[config.mk]
export PLATFORM = sky130hd
export DESIGN_NAME = dsb_ctrl
export DESIGN_NICKNAME = d
export VERILOG_FILES = /design/src/design/dsb_pkg.sv /design/src/design/dsb_ctrl.sv
export SDC_FILE = /design/constraint.sdc
export NUM_CORES = 1
export LEC_CHECK = 0
export ABC_AREA = 1
export BUFFER_PORTS_ARGS = -buffer_cell sky130_fd_sc_hd__buf_2
export CORE_AREA = 2 2 39 41
export CTS_CLUSTER_SIZE = 30
export DETAILED_ROUTE_END_ITERATION = 8
export DIE_AREA = 0 0 41 43
export GPL_ROUTABILITY_DRIVEN = 1
export PLACE_DENSITY_LB_ADDON = 0.12
export SYNTH_ARGS = -nofsm -noshare
export SYNTH_HDL_FRONTEND = slang
export SYNTH_SLANG_ARGS = --single-unit
[constraint.sdc]
create_clock -name i_clk -period 1.2 [get_ports i_clk]
set_input_delay 0.12 -clock i_clk [delete_from_list [all_inputs] [get_ports i_clk]]
set_output_delay 0.12 -clock i_clk [all_outputs]
set_load 0.01 [all_outputs]
[src/design/dsb_pkg.sv]
// ----------------------------------------------------------------------------
// dsb_pkg
// shared types, codes and helpers for the damped spring camera bob
// ----------------------------------------------------------------------------
`default_nettype none

package dsb_pkg;

    localparam int unsigned NUM_AXES  = 3;
    localparam int unsigned ANGLE_W   = 32;
    localparam int unsigned COEF_W    = 24;
    localparam int unsigned LIMIT_W   = 18;
    localparam int unsigned DT_W      = 16;
    localparam int unsigned Q_SHIFT   = 16;
    localparam int unsigned CFG_IDX_W = 2;
    localparam int unsigned CFG_DAT_W = 24;

    // products and intermediate widths of the spring step
    localparam int unsigned MUL_W   = COEF_W + 1 + ANGLE_W;       // k*angle, r*vel
    localparam int unsigned SUM_W   = MUL_W + 1;                  // their sum
    localparam int unsigned FORCE_W = SUM_W - Q_SHIFT;            // force in q26.16
    localparam int unsigned DTF_W   = DT_W + 1 + FORCE_W;         // dt*force
    localparam int unsigned DTV_W   = DT_W + 1 + ANGLE_W;         // dt*vel

    localparam logic [COEF_W-1:0]  STIFF_RST = 24'd6553600;
    localparam logic [COEF_W-1:0]  DAMP_RST  = 24'd58982;
    localparam logic [LIMIT_W-1:0] LIMIT_RST = 18'd34315;

    typedef enum logic {
        OP_TICK    = 1'b0,
        OP_IMPULSE = 1'b1
    } t_opcode;

    typedef enum logic [1:0] {
        MODE_NONE    = 2'd0,
        MODE_RUNNING = 2'd1,
        MODE_SLIDING = 2'd2,
        MODE_UNUSED  = 2'd3
    } t_mode;

    typedef enum logic [CFG_IDX_W-1:0] {
        CFG_MODE  = 2'd0,
        CFG_STIFF = 2'd1,
        CFG_DAMP  = 2'd2,
        CFG_LIMIT = 2'd3
    } t_cfg_idx;

    typedef enum logic [3:0] {
        ST_IDLE,
        ST_IMP,
        ST_MUL,
        ST_FORCE,
        ST_DTF,
        ST_VEL,
        ST_DTV,
        ST_ANG,
        ST_PUSH
    } t_state;

    // strobes from the sequencer to every lane
    typedef struct packed {
        logic clear;
        logic imp_en;
        logic mul_en;
        logic force_en;
        logic dtf_en;
        logic vel_en;
        logic dtv_en;
        logic ang_en;
    } t_lane_ctrl;

    // saturate a sign-extended value to 32 bits
    function automatic logic signed [ANGLE_W-1:0] sat_q32(input logic signed [63:0] x);
        logic signed [63:0] hi;
        logic signed [63:0] lo;
        hi = 64'sd2147483647;
        lo = -64'sd2147483648;
        if (x > hi) begin
            return hi[ANGLE_W-1:0];
        end else if (x < lo) begin
            return lo[ANGLE_W-1:0];
        end
        return x[ANGLE_W-1:0];
    endfunction

endpackage

`default_nettype wire

[src/design/dsb_ctrl.sv]
// ----------------------------------------------------------------------------
// dsb_ctrl
// sequencer that steps all lanes through one item at a time
// ----------------------------------------------------------------------------
`default_nettype none

module dsb_ctrl
    import dsb_pkg::*;
(
    input  wire logic  i_clk,
    input  wire logic  i_rst_n,
    input  wire logic  i_fire,
    input  wire logic  i_op,
    input  wire logic  i_running,
    input  wire logic  i_clear,
    input  wire logic  i_slot_free,
    output logic       o_ready,
    output logic       o_push,
    output t_lane_ctrl o_ctrl
);

    t_state r_state, n_state;

    always_ff @(posedge i_clk) begin
        if (!i_rst_n) begin
            r_state <= ST_IDLE;
        end else begin
            r_state <= n_state;
        end
    end

    always_comb begin
        n_state = r_state;
        o_ready = 1'b0;
        o_push  = 1'b0;
        o_ctrl  = '0;
        o_ctrl.clear = i_clear;
        case (r_state)
            ST_IDLE: begin
                o_ready = 1'b1;
                if (i_fire) begin
                    if (i_op == OP_IMPULSE) begin
                        n_state = ST_IMP;
                    end else if (i_running) begin
                        n_state = ST_MUL;
                    end else begin
                        n_state = ST_PUSH;
                    end
                end
            end
            ST_IMP: begin
                o_ctrl.imp_en = 1'b1;
                n_state = ST_PUSH;
            end
            ST_MUL: begin
                o_ctrl.mul_en = 1'b1;
                n_state = ST_FORCE;
            end
            ST_FORCE: begin
                o_ctrl.force_en = 1'b1;
                n_state = ST_DTF;
            end
            ST_DTF: begin
                o_ctrl.dtf_en = 1'b1;
                n_state = ST_VEL;
            end
            ST_VEL: begin
                o_ctrl.vel_en = 1'b1;
                n_state = ST_DTV;
            end
            ST_DTV: begin
                o_ctrl.dtv_en = 1'b1;
                n_state = ST_ANG;
            end
            ST_ANG: begin
                o_ctrl.ang_en = 1'b1;
                n_state = ST_PUSH;
            end
            ST_PUSH: begin
                if (i_slot_free) begin
                    o_push  = 1'b1;
                    n_state = ST_IDLE;
                end
            end
            default: begin
                n_state = ST_IDLE;
            end
        endcase
    end

endmodule

`default_nettype wire

==> results of run 1 <==
[synth_stat cells (all sizes together)]
cell   instances
inv           16
nor2          12
nand2         11
nand3          7
dfxtp          4
a21oi          2
buf            1
nand4          1
nor4           1
[repair_timing]
item                                    in CTS  in global routing
pin swaps                                    4                  3
endpoints found under the setup margin       9                  9
hold buffers                                 0                  0
setup buffers                                3                  3
gates resized for setup                     10                 11
[cells by family (layout without fill, tap and decap cells)]
| group | Yosys count | after routing | share of synthesized area, % |
|---|---|---|---|
| buffers and inverters | 17 | 39 | 19.4 |
| AND/OR/NAND/NOR | 32 | 32 | 53.6 |
| AO/OA/AOI/OAI | 2 | 2 | 3.96 |
| flip-flops | 4 | 4 | 23.0 |
[layout make-up]
type | count | area (µm²)
sequential | 4 | 95.1
inverter | 16 | 60.1
timing repair buffer | 20 | 141
multi-input combinational | 34 | 225
clock buffer | 3 | 22.5
fill | 151 | 820
tap | 16 | 20.0
[power breakdown]
part | switching [mW] | internal (mW) | total [mW]
Combinational | 0.140 | 0.138 | 0.278
Clock | 0.0582 | 0.112 | 0.170
Sequential | 0.0220 | 0.146 | 0.168
[layout by cell type (no fill, tap or decap), drive strengths merged]
| cell | n |
|---|---|
| nor4 | 1 |
| nand2 | 11 |
| dfxtp | 4 |
| nand4 | 1 |
| inv | 16 |
| nand3 | 7 |
| nor2 | 12 |
| buf | 20 |
| a21oi | 2 |
| clkbuf | 3 |
[per-stage QoR]
stage / power (mW) / setup slack, ns / util [%] / hold WS [ns]
floorplan: 0.309 / 0.155 / - / 0.301
global placement: 0.360 / 0.135 / 31.1 / 0.240
detailed placement: 0.359 / 0.125 / 31.1 / 0.240
CTS: 0.577 / -0.0700 / 36.7 / 0.168
global route: 0.671 / -0.0607 / 40.8 / 0.193
finish: 0.616 / 0.00180 / 40.8 / 0.175
[tightest hold or removal path, delay by kind of cell]
kind / cells / cell delay (ns)
buffers and inverters: 2 / 0.15
and+or+nand+nor: 1 / 0.10
[layer usage]
layer  vias up  routed length, µm  global-route usage (%)
met5         -                  0                       0
met4         0                  0                    2.67
met2        12                463                    18.1
met1       167                380                    15.4
met3         0                 61                    7.85
li1        208                  -                       -
[worst paths after layout]
| kind | endpoint | cells past startpoint |
|---|---|---|
| setup reg to reg | r_state[3] | 8 |
| setup / recovery | o_ready | 4 |
| hold / removal | r_state[0] | 3 |
| hold reg to reg | r_state[2] | 3 |
==> impl_metrics.tcl, run 1 <==
set metrics [dict create \
    synthToLayoutAreaGrowth_pct 62.2 \
    crit_fanout 5 \
    fin_cells 93 \
    cts_root_buffer "clkbuf_4" \
    critPathKind "reg2out" \
    yosysWarnings 0 \
    synth.area.top_cells "dfxtp_1 23%, nor2_4 13%, inv_1 11%" \
    rsz0062_at_grt "yes" \
    cpMaxStageDelayCell "dfxtp_4" \
    dieArea_mm2 0.00176 \
    finalHoldViolCount 0 \
    fin_skew_ns 0.00437 \
    startpoint_type "register" \
    synth_top_area_share_pct 23.0 \
    ys_ff_latch 4 \
    avgSynthCellArea_um2 6.32 \
    startpoint "r_state[2]" \
    cp-end-kind "primary output" \
    crit_buf_inv 2 \
    wl_per_cell_um 9.73 \
    status "finished, final reports clean" \
    cp_slowest_stage_delay_ns 0.36 \
    final_net_count 86 \
    num_vias 387 \
    drv_cap 0 \
    setup_viol 0 \
    antenna_found_initial 0 \
    grt_pass1_wl_um 1450 \
    dp_cells 84 \
    worst_pin_slew_ns 0.195 \
    slew_headroom_pct 86.9 \
    die-height_um 43 \
    finish.instance_area_um2 564 \
    route.detailed.drc 0 \
    grt_max_degree 6 \
    syn_area_um2 348 \
    placed_area_um2 430 \
    final.period_utilization_pct 99.9 \
    cp.arrival_ns 1.08 \
    slew_viol_final 0 \
    r2r_start "r_state[1]" \
    clkTransAtPathRegs_ns 0.04 \
    p_leak_nw 0.329 \
    finalWeightedCongestion 0.716 \
    start_util_pct 25.1 \
    yosysUniqueCellTypes 15 \
    cts_max_path_buffers 2 \
    cts_buffers 3 \
    drive_above_1_share_pct 66.2 \
    synth_cells 55 \
    r2r_slack_ns 0.04 \
    diodes 0 \
    htree_levels 1 \
    critical_path_required_ns 1.08 \
    finalWirelength_um 905 \
    first_pass_iters 1 \
    hold_path_class "in2reg" \
    fmax_ghz 0.835 \
    core_area_mm2 0.00138 \
    rows 14 \
    cp_common_cell "nor2_4" \
    synth.largest_area_cell "dfxtp_1" \
    grt.overflow.total 0 \
    synthesis.nets 62 \
    ir_drop_mv 0.411 \
    top_regs "r_state (4)" \
    ant_nets 0 \
    fin_crit_ns 1.20 \
    portBuffers 14 \
    cts.sinks 4 \
    min_from "i_rst_n" \
    path_cells "nor2_4 > inv_2 > nor2_4 > buf_6" \
    first_global_vias 349 \
    final.setup.tns_ns 0 \
    cts_tree "yes" \
    die_w_um 41 \
    regMostFlops "r_state" \
    track_usage_pct 12.5 \
    drt_iter0_drc 0 \
    ios 17 \
    clk_latency_ns 0.24 \
    powerDensity_mw_per_mm2 1090 \
    dp_hpwl_um 693 \
    cp_top_family "flip-flops" \
    post_drt_via_cell_ratio 4.16 \
    ys_seq_area_share_pct 23.0 \
    largest_reg_flops 4 \
]
Power figures use the tool's default switching activity.
==> inputs of run 2 (changes only) <==
Settings changed: RECOVER_POWER set to 50, SETUP_SLACK_MARGIN set to 0.15.
==> run 2 against run 1 <==
  * Clock-buffer cell count stayed put
  * Cell count is 1.1% lower
  * Total power is 0.99% lower
  * Register-to-register slack hardly changed
  * Global-route usage stayed put
  * Utilization is 1.4 points higher
  * Die area stayed put
  * Clock power hardly changed
  * Hold slack worse by 0.0044 ns
  * Sequential power hardly changed
  * Critical path type unchanged
  * Highest routed layer unchanged
==> impl_metrics.tcl, run 2 (synthesis results as in run 1) <==
set metrics [dict create \
    drive_above_1_share_pct 72.4 \
    core_area_mm2 0.00138 \
    slew_viol_final 0 \
    hold_path_class "in2reg" \
    crit_fanout 3 \
    fmax_ghz 0.836 \
    dp_cells 84 \
    worst_pin_slew_ns 0.199 \
    final_cell_mix "9 x inv_2, 9 x buf_2, 8 x buf_6" \
    r2r_slack_ns 0.05 \
    drt_iter0_drc 2 \
    clkTransAtPathRegs_ns 0.04 \
    fin_skew_ns 0.00417 \
    drv_cap 0 \
    post_drt_via_cell_ratio 4.26 \
    cts_max_path_buffers 2 \
    dp_hpwl_um 693 \
    regArea_um2 92.6 \
    min_from "i_slot_free" \
    final.setup.tns_ns 0 \
    die_w_um 41 \
    diodes 0 \
    grt_pass1_wl_um 1440 \
    critical_path_required_ns 1.08 \
    cts_tree "yes" \
    slew_headroom_pct 86.6 \
    fin_crit_ns 1.20 \
    synthToLayoutAreaGrowth_pct 67.6 \
    regToRegEndpoint "r_state[1]" \
    finalWeightedCongestion 0.716 \
    antenna_found_initial 0 \
    wl_per_cell_um 10.0 \
    placed_area_um2 430 \
    ios 17 \
    fin_ws_ns 0.00330 \
    r2r_start "r_state[3]" \
    cts.sinks 4 \
    final_net_count 85 \
    startpoint_type "register" \
    route.detailed.drc 0 \
    fin_cells 92 \
    cp.arrival_ns 1.08 \
    p_leak_nw 0.326 \
    holdPathStages 4 \
    ir_drop_mv 0.423 \
    largest_reg_flops 4 \
    finish.instance_area_um2 583 \
    regMostFlops "r_state" \
    die-height_um 43 \
    cts_hold_buf 0 \
    cts_buffers 3 \
    finalHoldViolCount 0 \
    start_util_pct 25.1 \
    cts_root_buffer "clkbuf_4" \
    nFillCells 148 \
    min_to "r_state[3]" \
    dieArea_mm2 0.00176 \
    first_pass_iters 2 \
    clk_latency_ns 0.24 \
    setup_viol 0 \
    hold-worst-slack_ns 0.171 \
    rsz0062_at_grt "yes" \
    num_vias 392 \
    critPathKind "reg2out" \
    cp-end-kind "primary output" \
    final.period_utilization_pct 99.7 \
    first_global_vias 349 \
    rows 14 \
    ant_nets 0 \
    total_power_mw 0.610 \
    place_worst_setup_slack_ns 0.125 \
    htree_levels 1 \
    reg2regPathDepth 8 \
    portBuffers 14 \
    grt.overflow.total 0 \
    status "finished, final reports clean" \
    top_regs "r_state (4)" \
    final_util_pct 42.1 \
    startpoint "r_state[3]" \
    finalWirelength_um 920 \
    track_usage_pct 12.5 \
    multi_input_area_um2 235 \
    grt_max_degree 6 \
    powerDensity_mw_per_mm2 1050 \
]
-- run 2: cell types whose count changed in the layout (fill, tap and decap cells not counted), sizes merged --
cell  previous run  this run
buf             20        19
-- run 2: worst max-delay path by stage --
| stage | to | slack (ns) | cells past startpoint |
|---|---|---|---|
| 2_1_floorplan | o_push | 0.16 | 2 |
| 3_3_place_gp | r_state[1] | 0.13 | 7 |
| 3_5_place_dp | r_state[1] | 0.12 | 5 |
| 4_1_cts | o_push | -0.07 | 4 |
| 5_1_grt | o_ctrl[0] | -0.05 | 5 |
| 6_report | o_push | 0.003 | 3 |
-- run 2: routing by layer --
metal	track usage, %	vias up	part of all wire (%)	wire (µm)
met3	7.85	0	6.6	61
met1	15.1	173	40	369
li1	-	207	-	-
met4	2.67	0	0	0
met5	0	-	0	0
met2	18.4	12	53	489
-- run 2: what timing repair did --
action | 4_1_cts | 5_1_grt
gates resized for setup | 11 | 18
hold endpoints to repair | 0 | 0
buffers inserted | 4 | 1
cloned | 0 | 0
pin swaps | 5 | 7
setup endpoints to repair | 12 | 12
-- run 2: power by group --
part / total, mW / switching [mW] / internal [mW] / leakage (nW)
registers: 0.167 / 0.0216 / 0.146 / 0.0353
clock network: 0.171 / 0.0591 / 0.112 / 0.0138
logic: 0.271 / 0.143 / 0.128 / 0.277
total: 0.610 / 0.224 / 0.386 / 0.326
-- run 2: critical path, cell delays in order, from the launching register on --
cell and delay (ns):
dfxtp_4 0.37, inv_2 0.06, nor4_1 0.23, buf_2 0.17
-- run 2: area by class of cell --
cell class,instances,area share (%)
Sequential cell,4,15.9
Tap cell,16,3.43
Inverter,16,10.7
Timing Repair Buffer,19,25.8
Clock buffer,3,3.86
Multi-Input combinational cell,34,40.3
==> inputs of run 3 (changes only) <==
Settings changed: ABC_AREA 1 to unset.
==> run 3 against run 2 <==
  * First-iteration DRC count rose to 5.0 times the previous value
  * Via count fell by 7.7%
  * Wire length rose by 0.98%
  * Largest power group unchanged
  * Synthesized cell count down 33%
  * Global-route usage is 0.20 points lower
  * Critical path type is now reg2reg
  * Sequential share of layout area increased by 0.38 points
  * The flow now finishes with violations (negative setup slack)
  * Die area unchanged
  * Clock skew shrank 0.0037 ns
  * Sequential cell count did not move
==> impl_metrics.tcl, run 3 <==
set metrics [dict create \
    critical_path_required_ns 1.32 \
    r2r_slack_ns -0.06 \
    final.period_utilization_pct 105 \
    slew_headroom_pct 84.8 \
    worst_pin_slew_ns 0.224 \
    wl_per_cell_um 12.1 \
    avgSynthCellArea_um2 7.41 \
    failed_checks "negative setup slack" \
    largest_reg_flops 4 \
    antenna_found_initial 0 \
    fin_crit_ns 1.26 \
    total_power_mw 0.538 \
    dieArea_mm2 0.00176 \
    start_util_pct 19.8 \
    holdPathStages 3 \
    cts_buffers 3 \
    hold_path_class "in2reg" \
    first_global_vias 330 \
    die-height_um 43 \
    rows 14 \
    cts_tree "yes" \
    critPathKind "reg2reg" \
    async_flop_share_pct 0 \
    ys_ff_latch 4 \
    drt_iter0_drc 10 \
    core_area_mm2 0.00138 \
    synthToLayoutAreaGrowth_pct 108 \
    synthesis.nets 44 \
    cts_root_buffer "clkbuf_4" \
    diodes 0 \
    clkTransAtPathRegs_ns 0.03 \
    clk_latency_ns 0.23 \
    cp.arrival_ns 1.37 \
    multi_input_area_um2 251 \
    drive_above_1_share_pct 75.4 \
    drv_cap 0 \
    yosysWarnings 0 \
    fin_cells 77 \
    place_worst_setup_slack_ns 0.0565 \
    yosysMostFrequentCell "nor3_1" \
    synth.largest_area_cell "dfxtp_1" \
    final_cell_mix "14 x buf_2, 7 x buf_4, 4 x nor3_2, 4 x buf_6" \
    finalWirelength_um 929 \
    cts.sinks 4 \
    htree_levels 1 \
    reg2regPathDepth 4 \
    grt.overflow.total 0 \
    final_net_count 70 \
    ant_nets 0 \
    fmax_ghz 0.795 \
    regToRegEndpoint "r_state[3]" \
    die_w_um 41 \
    startpoint_type "register" \
    crit_fanout 4 \
    grt_max_degree 9 \
    grt_pass1_wl_um 1390 \
    powerDensity_mw_per_mm2 945 \
    first_pass_iters 4 \
    p_leak_nw 0.259 \
    regArea_um2 92.6 \
    synth_edf_count 0 \
    track_usage_pct 12.3 \
    regMostFlops "r_state" \
    synth_cells 37 \
    synth_top_area_share_pct 29.2 \
    ys_seq_area_share_pct 29.2 \
    finalHoldViolCount 0 \
    nFillCells 144 \
    setup_viol 5 \
    mostFrequentLayoutCell "buf_2" \
    min_to "r_state[3]" \
    rsz0062_at_grt "yes" \
    fin_ws_ns -0.0571 \
    synth_commonest_cells "5 x nor3_1, 4 x dfxtp_1, 4 x nor2_1" \
    finalWeightedCongestion 0.618 \
    portBuffers 14 \
    r2r_start "r_state[2]" \
    cts_max_path_buffers 2 \
    dp_hpwl_um 618 \
    route.detailed.drc 0 \
    dp_cells 67 \
    slew_viol_final 0 \
    yosysUniqueCellTypes 19 \
    ir_drop_mv 0.314 \
    synth_ff_type "dfxtp_1" \
    top_regs "r_state (4)" \
    fin_skew_ns 0.000450 \
    num_vias 362 \
    cp-end-kind "register" \
    min_from "i_slot_free" \
    synth.area.top_cells "dfxtp_1 29%, nor3_1 9.1%, a211oi_1 8.2%" \
    ios 17 \
    post_drt_via_cell_ratio 4.70 \
    status "finished, violations left" \
    syn_area_um2 274 \
]
## run 3: changes by cell type in the layout (fill, tap and decap cells not counted), sizes merged, moves of 2 or more
cell | before | now
nand2b | 0 | 3
nor3 | 0 | 5
buf | 19 | 26
nand3 | 7 | 0
nor2 | 12 | 4
a211oi | 0 | 3
inv | 16 | 0
a21oi | 2 | 0
nand2 | 11 | 2
## run 3: worst max path at each step
stage                from         end  slack, ns  cells after the start
6_report       r_state[2]  r_state[3]      -0.06                      4
3_3_place_gp   r_state[2]  r_state[3]       0.06                      3
2_1_floorplan  r_state[1]  r_state[3]       0.16                      3
4_1_cts        r_state[2]   o_ctrl[5]      -0.08                      4
3_5_place_dp   r_state[2]  r_state[3]       0.06                      3
5_1_grt        r_state[2]  r_state[3]      -0.11                      4
## run 3: cell type report
| type | instances | share of cell area, % |
|---|---|---|
| multi-input cells | 28 | 44.2 |
| repair buffers | 26 | 32.1 |
| well taps | 16 | 3.52 |
| flip-flops and latches | 4 | 16.3 |
| clock buffers | 3 | 3.96 |
## run 3: timing repair
action                                  4_1_cts  5_1_grt
resized for setup                            18       10
hold buffers                                  0        0
setup buffers                                 5        2
pin swaps                                     4        6
endpoints found under the setup margin       11       12
## run 3: power by group
part	switching [mW]	internal [mW]	leakage, nW	total [mW]
combinational	0.0829	0.121	0.209	0.204
sequential	0.0287	0.145	0.0353	0.174
clock	0.0489	0.111	0.0138	0.160
## run 3: cells by family (layout without fill, tap and decap cells)
logic type | Yosys count | count (layout) | synth area share (%)
AOI/OAI and AO/OA | 5 | 5 | 12.3
DFF | 4 | 4 | 29.2
xor gates and xnor gates | 1 | 1 | 3.20
and+or+nand+nor | 22 | 22 | 45.7
buffers and inverters | 5 | 29 | 9.59
## run 3: metal layers
metal / part of all wire (%) / track usage, %
met5: 0 / 0
met4: 0.75 / 12.0
met3: 7.1 / 5.24
met2: 47 / 14.4
met1: 45 / 15.7
## run 3: metrics by stage
| stage | hold WS, ns | cell area (µm²) | setup TNS, ns | util [%] |
|---|---|---|---|---|
| detailed placement | 0.240 | 375 | 0 | 27.1 |
| floorplan | 0.278 | 274 | 0 | - |
| global route | 0.173 | 569 | -0.634 | 41.1 |
| finish | 0.164 | 569 | -0.155 | 41.1 |
| global placement | 0.240 | 375 | 0 | 27.1 |
| CTS | 0.153 | 513 | -0.320 | 37.1 |
## run 3: critical path, cell delays in order, from the launching register on
cell	delay, ns
dfxtp_4	0.34
buf_4	0.14
or4_4	0.47
nand3b_1	0.13
o21ai_1	0.06
